[config.mk]
export PLATFORM = sky130hd
export DESIGN_NAME = cid_binary_validator_flat
export DESIGN_NICKNAME = d
export VERILOG_FILES = /design/src/hdl/cidv_pkg.sv /design/src/hdl/cidv_in_if.sv /design/src/hdl/cidv_out_if.sv /design/src/hdl/cidv_header_parser.sv /design/src/hdl/cid_binary_validator.sv /design/src/flat_wrapper.sv
export SDC_FILE = /design/constraint.sdc
export NUM_CORES = 1
export LEC_CHECK = 0
export ABC_AREA = 1
export BUFFER_PORTS_ARGS = -buffer_cell sky130_fd_sc_hd__buf_2
export CAP_MARGIN = 0
export CELL_PAD_IN_SITES_DETAIL_PLACEMENT = 0
export CELL_PAD_IN_SITES_GLOBAL_PLACEMENT = 1
export CORE_MARGIN = 8
export CORE_UTILIZATION = 43
export DETAILED_ROUTE_END_ITERATION = 16
export PLACE_DENSITY_LB_ADDON = 0.1
export SLEW_MARGIN = 0
export SYNTH_ARGS = -nofsm -noshare
export SYNTH_HDL_FRONTEND = slang
export SYNTH_SLANG_ARGS = --single-unit
[constraint.sdc]
create_clock -name clk -period 4 [get_ports clk]
set_input_delay 0.8 -clock clk [delete_from_list [all_inputs] [get_ports clk]]
set_output_delay 0.8 -clock clk [all_outputs]
set_load 0.01 [all_outputs]
[src/hdl/cidv_pkg.sv]
// ----------------------------------------------------------------------------
// cidv_pkg
// shared types, constants and the saturating counter increment of the binary content identifier validator
// ----------------------------------------------------------------------------
package cidv_pkg;

	localparam int MAX_ID_BYTES = 255;
	localparam int CNT_W = $clog2(MAX_ID_BYTES + 2);

	localparam logic [2:0] FIELD_VERSION = 3'd0;
	localparam logic [2:0] FIELD_CODEC   = 3'd1;
	localparam logic [2:0] FIELD_HASH    = 3'd2;
	localparam logic [2:0] FIELD_DLEN    = 3'd3;
	localparam logic [2:0] FIELD_DIGEST  = 3'd4;

	localparam logic [7:0] LEGACY_BYTE0  = 8'h12;
	localparam logic [7:0] LEGACY_BYTE1  = 8'h20;
	localparam int         LEGACY_LEN    = 34;

	localparam logic [7:0] CONT_MASK     = 8'h80;
	localparam logic [7:0] VALUE_MASK    = 8'h7f;
	localparam logic [7:0] OVF_MASK      = 8'h7e;
	localparam logic [3:0] VARINT_MAX    = 4'd10;
	localparam logic [6:0] LAST_SHIFT    = 7'd63;

	typedef struct packed {
		logic [2:0]       field;
		logic [63:0]      accum;
		logic [3:0]       vbytes;
		logic [63:0]      dlen;
		logic [CNT_W-1:0] pcount;
		logic             failed;
	} parse_state_t;

	localparam parse_state_t PARSE_RESET = '{
		field:  FIELD_VERSION,
		accum:  64'd0,
		vbytes: 4'd0,
		dlen:   64'd0,
		pcount: '0,
		failed: 1'b0
	};

	function automatic logic [CNT_W-1:0] sat_inc(input logic [CNT_W-1:0] v);
		logic [CNT_W-1:0] r;
		r = (v > CNT_W'(MAX_ID_BYTES)) ? v : v + CNT_W'(1);
		return r;
	endfunction

endpackage

[src/hdl/cidv_in_if.sv]
// ----------------------------------------------------------------------------
// cidv_in_if
// byte channel: one identifier byte per transaction with a last flag
// ----------------------------------------------------------------------------
interface cidv_in_if;
	logic       valid;
	logic       ready;
	logic [7:0] data_byte;
	logic       last_byte;

	modport source (output valid, output data_byte, output last_byte, input ready);
	modport sink (input valid, input data_byte, input last_byte, output ready);
endinterface

[src/hdl/cidv_out_if.sv]
// ----------------------------------------------------------------------------
// cidv_out_if
// verdict channel: one verdict per identifier
// ----------------------------------------------------------------------------
interface cidv_out_if;
	logic valid;
	logic ready;
	logic cid_ok;
	logic legacy_form;

	modport source (output valid, output cid_ok, output legacy_form, input ready);
	modport sink (input valid, input cid_ok, input legacy_form, output ready);
endinterface

[src/hdl/cidv_header_parser.sv]
// ----------------------------------------------------------------------------
// cidv_header_parser
// next-state logic of the varint header parse and the digest byte count for one byte
// ----------------------------------------------------------------------------
module cidv_header_parser (
	input  logic [7:0]            data_byte,
	input  cidv_pkg::parse_state_t cur,
	output cidv_pkg::parse_state_t nxt
);
	import cidv_pkg::*;

	logic [6:0]  shift;
	logic [69:0] wide;
	logic [63:0] acc_new;
	logic [3:0]  vb_inc;

	always_comb begin
		shift   = 7'(cur.vbytes) * 7'd7;
		wide    = 70'(data_byte & VALUE_MASK) << shift;
		acc_new = cur.accum | wide[63:0];
		vb_inc  = cur.vbytes + 4'd1;
		nxt     = cur;
		if (!cur.failed) begin
			if (cur.field == FIELD_DIGEST) begin
				nxt.pcount = sat_inc(cur.pcount);
			end else if (shift == LAST_SHIFT && (data_byte & OVF_MASK) != 8'd0) begin
				nxt.failed = 1'b1;
			end else begin
				nxt.accum = acc_new;
				if ((data_byte & CONT_MASK) == 8'd0) begin
					if (cur.vbytes != 4'd0 && data_byte == 8'd0) begin
						nxt.failed = 1'b1;
					end else begin
						if (cur.field == FIELD_VERSION && acc_new != 64'd1) begin
							nxt.failed = 1'b1;
						end else if ((cur.field == FIELD_CODEC || cur.field == FIELD_HASH)
						             && acc_new == 64'd0) begin
							nxt.failed = 1'b1;
						end else if (cur.field == FIELD_DLEN) begin
							nxt.dlen = acc_new;
						end
						nxt.field  = cur.field + 3'd1;
						nxt.accum  = 64'd0;
						nxt.vbytes = 4'd0;
					end
				end else begin
					nxt.vbytes = vb_inc;
					if (vb_inc >= VARINT_MAX) begin
						nxt.failed = 1'b1;
					end
				end
			end
		end
	end
endmodule

[src/hdl/cid_binary_validator.sv]
// ----------------------------------------------------------------------------
// cid_binary_validator
// validates binary content identifiers streamed one byte per transaction
// ----------------------------------------------------------------------------
// verdict path: the last byte passes the input register, then the result register drives verdict valid
// throughput: one byte per cycle, set by the input register and the parse step
// a verdict waiting in the output register stalls only a following last byte
// reset: arst_n clears parse state, counters and the valid flags of both registers at once
module cid_binary_validator (
	input logic        clk,
	input logic        arst_n,
	cidv_in_if.sink    byte_stream,
	cidv_out_if.source verdict
);
	import cidv_pkg::*;

	logic             valid_s1;
	logic [7:0]       byte_s1;
	logic             last_s1;

	parse_state_t     pstate_q;
	parse_state_t     pstate_nxt;
	logic [CNT_W-1:0] total_q;
	logic [CNT_W-1:0] total_nxt;
	logic             prefix_q;
	logic             prefix_nxt;

	logic             out_valid_q;
	logic             ok_q;
	logic             legacy_q;

	logic             advance;
	logic             step;
	logic             too_long;
	logic             legacy_hit;
	logic             ok_nxt;
	logic             legacy_nxt;

	cidv_header_parser u_parser (
		.data_byte (byte_s1),
		.cur       (pstate_q),
		.nxt       (pstate_nxt)
	);

	assign advance = !(last_s1 && out_valid_q && !verdict.ready);
	assign step    = valid_s1 && advance;
	assign byte_stream.ready = !valid_s1 || advance;

	always_comb begin
		prefix_nxt = prefix_q;
		if (total_q == CNT_W'(0) && byte_s1 != LEGACY_BYTE0) begin
			prefix_nxt = 1'b0;
		end
		if (total_q == CNT_W'(1) && byte_s1 != LEGACY_BYTE1) begin
			prefix_nxt = 1'b0;
		end
		total_nxt  = sat_inc(total_q);
		too_long   = total_nxt > CNT_W'(MAX_ID_BYTES);
		legacy_hit = total_nxt == CNT_W'(LEGACY_LEN) && prefix_nxt;
		ok_nxt     = !too_long && (legacy_hit || (!pstate_nxt.failed
		             && pstate_nxt.field == FIELD_DIGEST
		             && pstate_nxt.dlen == 64'(pstate_nxt.pcount)));
		legacy_nxt = !too_long && legacy_hit;
	end

	// input register
	always_ff @(posedge clk or negedge arst_n) begin
		if (!arst_n) begin
			valid_s1 <= 1'b0;
		end else if (byte_stream.ready) begin
			valid_s1 <= byte_stream.valid;
		end
	end

	always_ff @(posedge clk) begin
		if (byte_stream.ready && byte_stream.valid) begin
			byte_s1 <= byte_stream.data_byte;
			last_s1 <= byte_stream.last_byte;
		end
	end

	// parse state
	always_ff @(posedge clk or negedge arst_n) begin
		if (!arst_n) begin
			pstate_q <= PARSE_RESET;
			total_q  <= '0;
			prefix_q <= 1'b1;
		end else if (step) begin
			if (last_s1) begin
				pstate_q <= PARSE_RESET;
				total_q  <= '0;
				prefix_q <= 1'b1;
			end else begin
				pstate_q <= pstate_nxt;
				total_q  <= total_nxt;
				prefix_q <= prefix_nxt;
			end
		end
	end

	// result register
	always_ff @(posedge clk or negedge arst_n) begin
		if (!arst_n) begin
			out_valid_q <= 1'b0;
		end else if (step && last_s1) begin
			out_valid_q <= 1'b1;
		end else if (verdict.ready) begin
			out_valid_q <= 1'b0;
		end
	end

	always_ff @(posedge clk) begin
		if (step && last_s1) begin
			ok_q     <= ok_nxt;
			legacy_q <= legacy_nxt;
		end
	end

	assign verdict.valid       = out_valid_q;
	assign verdict.cid_ok      = ok_q;
	assign verdict.legacy_form = legacy_q;

`ifndef SYNTHESIS
	a_legacy_ok : assert property (@(posedge clk) disable iff (!arst_n)
		out_valid_q |-> (!legacy_q || ok_q))
		else $error("legacy form flagged without a valid verdict");

	a_last_gives_verdict : assert property (@(posedge clk) disable iff (!arst_n)
		(step && last_s1) |=> out_valid_q)
		else $error("last byte did not produce a verdict");

	a_varint_bound : assert property (@(posedge clk) disable iff (!arst_n)
		!pstate_q.failed |-> (pstate_q.vbytes < VARINT_MAX
		&& pstate_q.field <= FIELD_DIGEST))
		else $error("varint parse out of range without failure");

	a_count_sat : assert property (@(posedge clk) disable iff (!arst_n)
		total_q <= CNT_W'(MAX_ID_BYTES + 1) && pstate_q.pcount <= total_q)
		else $error("byte counters beyond saturation");

	a_stall_holds : assert property (@(posedge clk) disable iff (!arst_n)
		(valid_s1 && !advance) |=> (valid_s1 && last_s1 && $stable(byte_s1)))
		else $error("stalled last byte lost");
`endif
endmodule

[src/flat_wrapper.sv]
// flat-port wrapper written by rule: the top's interface ports become plain ports
module cid_binary_validator_flat import cidv_pkg::*;
  (clk, arst_n, byte_stream_valid, byte_stream_data_byte, byte_stream_last_byte, byte_stream_ready, verdict_valid, verdict_cid_ok, verdict_legacy_form, verdict_ready);
  cidv_in_if byte_stream_i ();
  cidv_out_if verdict_i ();
  input logic clk;
  input logic arst_n;
  input wire logic [$bits(byte_stream_i.valid)-1:0] byte_stream_valid;
  input wire logic [$bits(byte_stream_i.data_byte)-1:0] byte_stream_data_byte;
  input wire logic [$bits(byte_stream_i.last_byte)-1:0] byte_stream_last_byte;
  output wire logic [$bits(byte_stream_i.ready)-1:0] byte_stream_ready;
  output wire logic [$bits(verdict_i.valid)-1:0] verdict_valid;
  output wire logic [$bits(verdict_i.cid_ok)-1:0] verdict_cid_ok;
  output wire logic [$bits(verdict_i.legacy_form)-1:0] verdict_legacy_form;
  input wire logic [$bits(verdict_i.ready)-1:0] verdict_ready;
  assign byte_stream_i.valid = byte_stream_valid;
  assign byte_stream_i.data_byte = byte_stream_data_byte;
  assign byte_stream_i.last_byte = byte_stream_last_byte;
  assign byte_stream_ready = byte_stream_i.ready;
  assign verdict_valid = verdict_i.valid;
  assign verdict_cid_ok = verdict_i.cid_ok;
  assign verdict_legacy_form = verdict_i.legacy_form;
  assign verdict_i.ready = verdict_ready;
  cid_binary_validator u_core (.clk(clk), .arst_n(arst_n), .byte_stream(byte_stream_i), .verdict(verdict_i));
endmodule
Yosys cells after proc, flatten, opt, wreduce, memory -nomap -nowiden

Index checks and enable logic that the tools add are counted.

Register bits: 168
Logic and storage cells: 102
Output and inout bits: 4

Shift-type cells: 1
$add $sub $neg: 4
Multiply operators: 1
Bitwise logic cells: 1
Reduce and logical (&&, ||, !) cells: 34
Eq/ne operators: 16
Muxes and demuxes: 27
Order comparisons: 4

Operator list:

| cell                | count |
|---|---|
| $mux 135            | 3 |
| $mux 145            | 2 |
| $mux 64             | 4 |
| $mux 67             | 1 |
| $eq 64x9->1         | 1 |
| $logic_not 64->1    | 1 |
| $ne 64x1->1 const B | 1 |
| $or 64x64->64       | 1 |
| $shl 7x7->64        | 1 |
| $mux 9              | 4 |
| $gt 9x8->1 const B  | 3 |
| $add 9x1->9 const B | 2 |
| $logic_and 1x1->1   | 16 |
| $logic_not 8->1     | 2 |
| $mux 1              | 12 |
| $eq 9x1->1 const B  | 1 |
| $eq 9x6->1 const B  | 1 |
| $logic_not 9->1     | 1 |
| $ne 8x5->1 const B  | 1 |
| $ne 8x6->1 const B  | 1 |
| $reduce_bool 8->1   | 1 |
| $eq 7x6->1 const B  | 1 |
| $mul 4x3->7 const B | 1 |
| $eq 3x2->1 const B  | 2 |
| other kinds (15)    | 24 |

Depth between registers and ports, before layout

Word-level depth: 17
Mapped depth: 26
Depth with buffers taken out: 23

Hierarchy

Synthesis repeated with hierarchy kept, for this count alone.

Cell total of the unflattened synthesis: 1,695
Area, all modules: 11,071.9 µm²

By module, submodules not included:

| module               | instances | seq. area each (µm²) | cells an instance | area an instance (µm²) |
|---|---|---|---|---|
| cid_binary_validator | 1         | 4,260.3              | 825               | 7,155.6 |
| cidv_header_parser   | 1         | 0.0                  | 870               | 3,916.3 |

Worst setup path before layout

No wires, ideal clock.

Path kind: reg-to-reg
Start: register u_core.pstate_q[76] (netlist name)
End: register u_core.ok_q (netlist: u_core.verdict.cid_ok), data pin
Path slack: 295 ps
Data arrival time: 3,452 ps
Stages on the path, launching flop included: 20
Setup time: 253 ps
Period minus slack after synthesis: 3,705 ps
Cell sequence: dfrtp_1 > fa_1 > ha_1 > fa_1 > or2_2 > nand4_1 > inv_1 > nand3_1 > nand3_1 > nor2_2 > clkbuf_1 > nand4_1 > nand2_1 > nand2_1 > o21ai_0 > nor2_1 > nand2_1 > nor2_1 > nand3_1 > nand2_1

Longest elaborated chain between the ends: 17
Elaborated cells on any way between the ends: 36

RTL lines:

| item                                                                | RTL line                    | text |
|---|---|---|
| from (decl)                                                         | cid_binary_validator.sv:21  | `parse_state_t pstate_q;` |
| from (signal assigned)                                              | cid_binary_validator.sv:94  | `pstate_q <= pstate_nxt;` |
| $mul 4x3->7                                                         | cidv_header_parser.sv:18    | `shift = 7'(cur.vbytes) * 7'd7;` |
| $shl 7x7->64                                                        | cidv_header_parser.sv:19    | `wide = 70'(data_byte & VALUE_MASK) << shift;` |
| $or 64x64->64                                                       | cidv_header_parser.sv:20    | `acc_new = cur.accum \| wide[63:0];` |
| $logic_not 64->1                                                    | cidv_header_parser.sv:37    | `&& acc_new == 64'd0) begin` |
| $logic_and 1x1->1                                                   | cidv_header_parser.sv:37    |  |
| $mux 1                                                              | cidv_header_parser.sv:36    | `end else if ((cur.field == FIELD_CODEC \|\| cur.field == FIELD_HASH)` |
| $mux 1                                                              | cidv_header_parser.sv:34    | `if (cur.field == FIELD_VERSION && acc_new != 64'd1) begin` |
| $mux 1                                                              | cidv_header_parser.sv:31    | `if (cur.vbytes != 4'd0 && data_byte == 8'd0) begin` |
| $mux 1                                                              | cidv_header_parser.sv:30    | `if ((data_byte & CONT_MASK) == 8'd0) begin` |
| $mux 1                                                              | cidv_header_parser.sv:26    | `end else if (shift == LAST_SHIFT && (data_byte & OVF_MASK) != 8'd0) begin` |
| $mux 1                                                              | cidv_header_parser.sv:24    | `if (cur.field == FIELD_DIGEST) begin` |
| $mux 145 (*)                                                        | cidv_header_parser.sv:23    | `if (!cur.failed) begin` |
| parallel branches: the longest is 2 deep, another holds $eq 64x9->1 | -                           |  |
| $logic_and 1x1->1 (*)                                               | cid_binary_validator.sv:62  | `&& pstate_nxt.dlen == 64'(pstate_nxt.pcount)));` |
| $logic_or 1x1->1 (*)                                                | cid_binary_validator.sv:60  | `ok_nxt = !too_long && (legacy_hit \|\| (!pstate_nxt.failed` |
| $logic_and 1x1->1 (*)                                               | cid_binary_validator.sv:60  |  |
| via u_core.ok_nxt                                                   | cid_binary_validator.sv:36  | `logic ok_nxt;` |
| to (signal assigned)                                                | cid_binary_validator.sv:114 | `ok_q <= ok_nxt;` |
| to (decl)                                                           | cid_binary_validator.sv:29  | `logic ok_q;` |

Mark *: on every way through the listed nets, which the timed path passes. The select of a mux whose other input is x is not followed.
A chain may end at the register's enable or synchronous reset.

Final worst setup path

Start: register u_core.pstate_q[75] (netlist name)
End: register u_core.ok_q (netlist: u_core.verdict.cid_ok), data pin

Same word-level chain as after synthesis.

==> flow_summary.rst <==
.. list-table::
   :header-rows: 1

   * - Metric
     - Value
   * - Run status
     - finished, final reports clean
   * - Estimated wirelength of the detail-placed design
     - 20000 µm
   * - Die outline width
     - 166 µm
   * - Filler Cells Inserted
     - 2177
   * - Endpoints failing setup
     - 0
   * - Final core occ
     - 48.9%
   * - Sequential share of power
     - 40.5%
   * - Total number of H-tree levels
     - 4
   * - Hold Vio Cnt, Final
     - 0
   * - Ports
     - 17
   * - Growth of design area from synthesis to finish
     - 11.2%
   * - Part of the power in the clock network
     - 37.9%
   * - Distinct cell type count of the synthesized netlist
     - 43
   * - Total number of placement rows
     - 54
   * - FFs w/ async S/R, synth
     - 93.5%
   * - Slew of the pin with the lowest slew margin
     - 0.791 ns
   * - Largest net degree at the start of global routing
     - 67
   * - Starting utilization of the core area
     - 44.0%
   * - Share of Yosys cell area claimed by the top area cell type
     - 40.6%
   * - #FFs+latches synth
     - 168
   * - Final std cells w/o fill
     - 1535
   * - Leakage dissipation
     - 0.00521 µW
   * - GPL Wtd Cong
     - 0.855
   * - Number of max-capacitance violations reported
     - 0
   * - Relative contribution of combinational cells to total power
     - 21.6%
   * - Initial antenna violation count
     - 0
   * - Vias in the first global route
     - 8010
   * - Worst-case vdd ir drop
     - 0.238 mV
   * - Number of hold buffers added after cts
     - 0
   * - Synthesized netlist net count
     - 1278
   * - EDFF count, synth
     - 11
   * - Cell count after synthesis
     - 1241
   * - All-layer global routing usage
     - 20.4%
   * - Critical Setup Path Class
     - reg -> reg
   * - Die span in y
     - 166 µm
   * - Maximum fanout along the worst path
     - 27
   * - Top cell type by total area after synthesis
     - sky130_fd_sc_hd__dfrtp_1
   * - Most used flip-flop cell after synthesis
     - sky130_fd_sc_hd__dfrtp_1
   * - TritonCTS clock tree
     - yes
   * - Switching pwr
     - 1580 µW
   * - Ant diodes
     - 0
   * - Cell internal pwr
     - 2940 µW
   * - Overflow left after global routing
     - 0
   * - Global-route wire length before repair
     - 45200 µm
   * - Fraction of final layout cells sized beyond drive strength 1
     - 9.88%
   * - Setup clock skew after layout
     - 0.0116 ns
   * - Drt initial violations
     - 783
   * - Die Area
     - 0.0274 mm²
   * - Max-slew violations
     - 0
   * - Element type at the critical path start
     - flop
   * - Endpoint class of the critical path
     - flop
   * - Share of the clock period used by the worst path after layout
     - 94.2%
   * - Period minus WS final
     - 3.77 ns
   * - Power density over cell area
     - 422 mW/mm²
   * - Cells taking the most area after synthesis
     - sky130_fd_sc_hd__dfrtp_1, sky130_fd_sc_hd__nand2_1, sky130_fd_sc_hd__inv_1
   * - Antenna viol nets, final
     - 0
   * - Synth warn
     - 0
   * - Worst slew margin relative to its limit
     - 47.1%
   * - Arrival time of data at the critical path endpoint
     - 4.07 ns
   * - Sequential-to-total area share from yosys stat
     - 44.3%
   * - Number of remaining DRC errors
     - 0
   * - Type of the worst min-delay path
     - in -> async
   * - Achievable Freq
     - 0.265 GHz
   * - Wirelength, routed
     - 28200 µm
   * - Clk Latency, worst-skew pair
     - 0.44 ns
   * - Number of cells in the design after placement
     - 1501
   * - Average via count per standard cell
     - 5.46
   * - Number of buffers created by CTS
     - 17
   * - Buffer cell driving the clock tree root
     - sky130_fd_sc_hd__clkbuf_16
   * - Port bufs
     - 16
   * - Detailed-route via count
     - 8384
   * - Mean routed wirelength per cell
     - 18.3 µm
   * - Placeable core area
     - 0.0219 mm²
   * - Nets@finish
     - 1279
   * - Clock tree sinks
     - 168
   * - Number of search-and-repair iterations in the first detailed-routing pass
     - 5
   * - Buffer depth of the longest clock path
     - 2
   * - Clock slew at reported path FFs
     - 0.08 ns
   * - Synthesized area
     - 0.00963 mm²
   * - Switching part of the total power
     - 34.9%
   * - CP Data Required Time
     - 4.30 ns
   * - Synth Area per Inst
     - 7.76 µm²
## Yosys cell counts, drive strengths merged (3+ instances only)
cell,count
nand2,270
nand3b,3
dfrtp,156
o22ai,46
buf,38
edfxtp,11
o21ai,116
inv,162
nand4,72
fa,4
clkbuf,33
nand3,94
nor2,112
a21oi,15
nor4,3
nor3,11
ha,20
xor2,14
a22o,47
## kinds of logic (layout without fill, tap and decap cells)
logic type / Yosys count / in the layout / synth area share [%]
buf+inv: 234 / 248 / 10.0
simple gates: 569 / 569 / 26.1
flops: 168 / 168 / 44.3
compound gates: 231 / 231 / 14.8
xor+xnor: 15 / 15 / 1.36
fa+ha+maj: 24 / 24 / 3.43
## registers in the layout, summed over array words and instances, names as in the netlist
signal	cells
u_core.prefix_q	1
u_core.verdict.cid_ok	1
u_core.last_s1	1
u_core.total_q	9
u_core.pstate_q	145
u_core.byte_s1	8
u_core.verdict.legacy_form	1
u_core.valid_s1	1
u_core.verdict.valid	1
## through the flow
| step | total power, µW | area, µm² | hold WS (ns) | setup WS, ns | TNS, ns |
|---|---|---|---|---|---|
| global route | 4730 | 10700 | 0.390 | -0.0170 | -0.0170 |
| finish | 4520 | 10700 | 0.353 | 0.230 | 0 |
| global placement | 2800 | 10000 | 0.470 | 0.0121 | 0 |
| floorplan | 2480 | 9630 | 0.454 | 0.295 | 0 |
| detailed placement | 2800 | 10000 | 0.477 | -0.0519 | -0.0519 |
| CTS | 4520 | 10600 | 0.382 | 0.00281 | 0 |
## layout make-up
cell class,instances,area (µm²),share of cell area [%]
clock buffers,17,425,3.97
multi-input cells,839,4470,41.8
flip-flops and latches,168,4260,39.8
well taps,280,350,3.27
clock inverters,15,174,1.62
repair buffers,53,408,3.81
inverters,163,618,5.77
## per-layer routing
| layer | track usage, % | vias to the layer above | part of all wire [%] |
|---|---|---|---|
| met4 | 6.03 | 0 | 1.5 |
| met5 | 0 | - | 0 |
| met2 | 30.8 | 223 | 45 |
| li1 | - | 4166 | - |
| met3 | 3.76 | 21 | 4.8 |
| met1 | 29.1 | 3974 | 49 |
## path summary, 6_finish.rpt
check,to,cells after the start,start,slack [ns]
max,u_core.verdict.cid_ok$_DFFE_PP_,18,u_core.pstate_q[75]$_DFFE_PN0P_,0.23
min,u_core.pstate_q[20]$_DFFE_PN0P_,1,arst_n,0.35
max reg2reg,u_core.verdict.cid_ok$_DFFE_PP_,18,u_core.pstate_q[75]$_DFFE_PN0P_,0.23
min reg2reg,u_core.prefix_q$_DFFE_PN1P_,2,u_core.prefix_q$_DFFE_PN1P_,0.49
max in group asynchronous,u_core.pstate_q[10]$_DFFE_PN0P_,2,arst_n,2.63
min in group clk,u_core.prefix_q$_DFFE_PN1P_,2,u_core.prefix_q$_DFFE_PN1P_,0.49
## worst max-delay path: stages (launching register included)
cell	delay (ns)
sky130_fd_sc_hd__dfrtp_2	0.44
sky130_fd_sc_hd__fa_1	0.46
sky130_fd_sc_hd__ha_1	0.23
sky130_fd_sc_hd__fa_1	0.43
sky130_fd_sc_hd__or2_2	0.28
sky130_fd_sc_hd__nand4_1	0.09
sky130_fd_sc_hd__inv_1	0.05
sky130_fd_sc_hd__nand3_2	0.09
sky130_fd_sc_hd__nand3_2	0.11
sky130_fd_sc_hd__nor2_4	0.16
sky130_fd_sc_hd__buf_8	0.21
sky130_fd_sc_hd__nand4_1	0.15
sky130_fd_sc_hd__nand3_1	0.12
sky130_fd_sc_hd__nand2_1	0.06
sky130_fd_sc_hd__nor2_1	0.23
sky130_fd_sc_hd__nand3_2	0.18
sky130_fd_sc_hd__nor2_2	0.19
sky130_fd_sc_hd__nand3_1	0.09
sky130_fd_sc_hd__nand2_1	0.07
## power groups by stage
| stage | Sequential, µW | Combinational (µW) | Clock, µW |
|---|---|---|---|
| detailed placement | 1860 | 940 | 0 |
| finish | 1830 | 976 | 1710 |
| global route | 1830 | 1090 | 1810 |
| CTS | 1830 | 944 | 1750 |
| floorplan | 1850 | 634 | 0 |
| global placement | 1860 | 945 | 0 |
## cells in the final DEF, fill, tap and decap left out, drive strengths merged, types with 3 or more instances in the layout
cell | synthesis | routed
a21oi | 15 | 15
a22o | 47 | 47
buf | 38 | 53
clkbuf | 33 | 17
clkinv | 1 | 3
dfrtp | 156 | 156
edfxtp | 11 | 11
fa | 4 | 4
ha | 20 | 20
inv | 162 | 172
nand2 | 270 | 270
nand3 | 94 | 94
nand3b | 3 | 3
nand4 | 72 | 72
nor2 | 112 | 112
nor3 | 11 | 11
nor4 | 3 | 3
o21ai | 116 | 116
o22ai | 46 | 46
xor2 | 14 | 14
## what timing repair did
| action | in CTS | in global routing |
|---|---|---|
| pin swaps | 0 | 1 |
| endpoints found under the setup margin | 1 | 1 |
| buffers inserted | 0 | 2 |
| resized for setup | 2 | 19 |
Power figures use the tool's default switching activity.
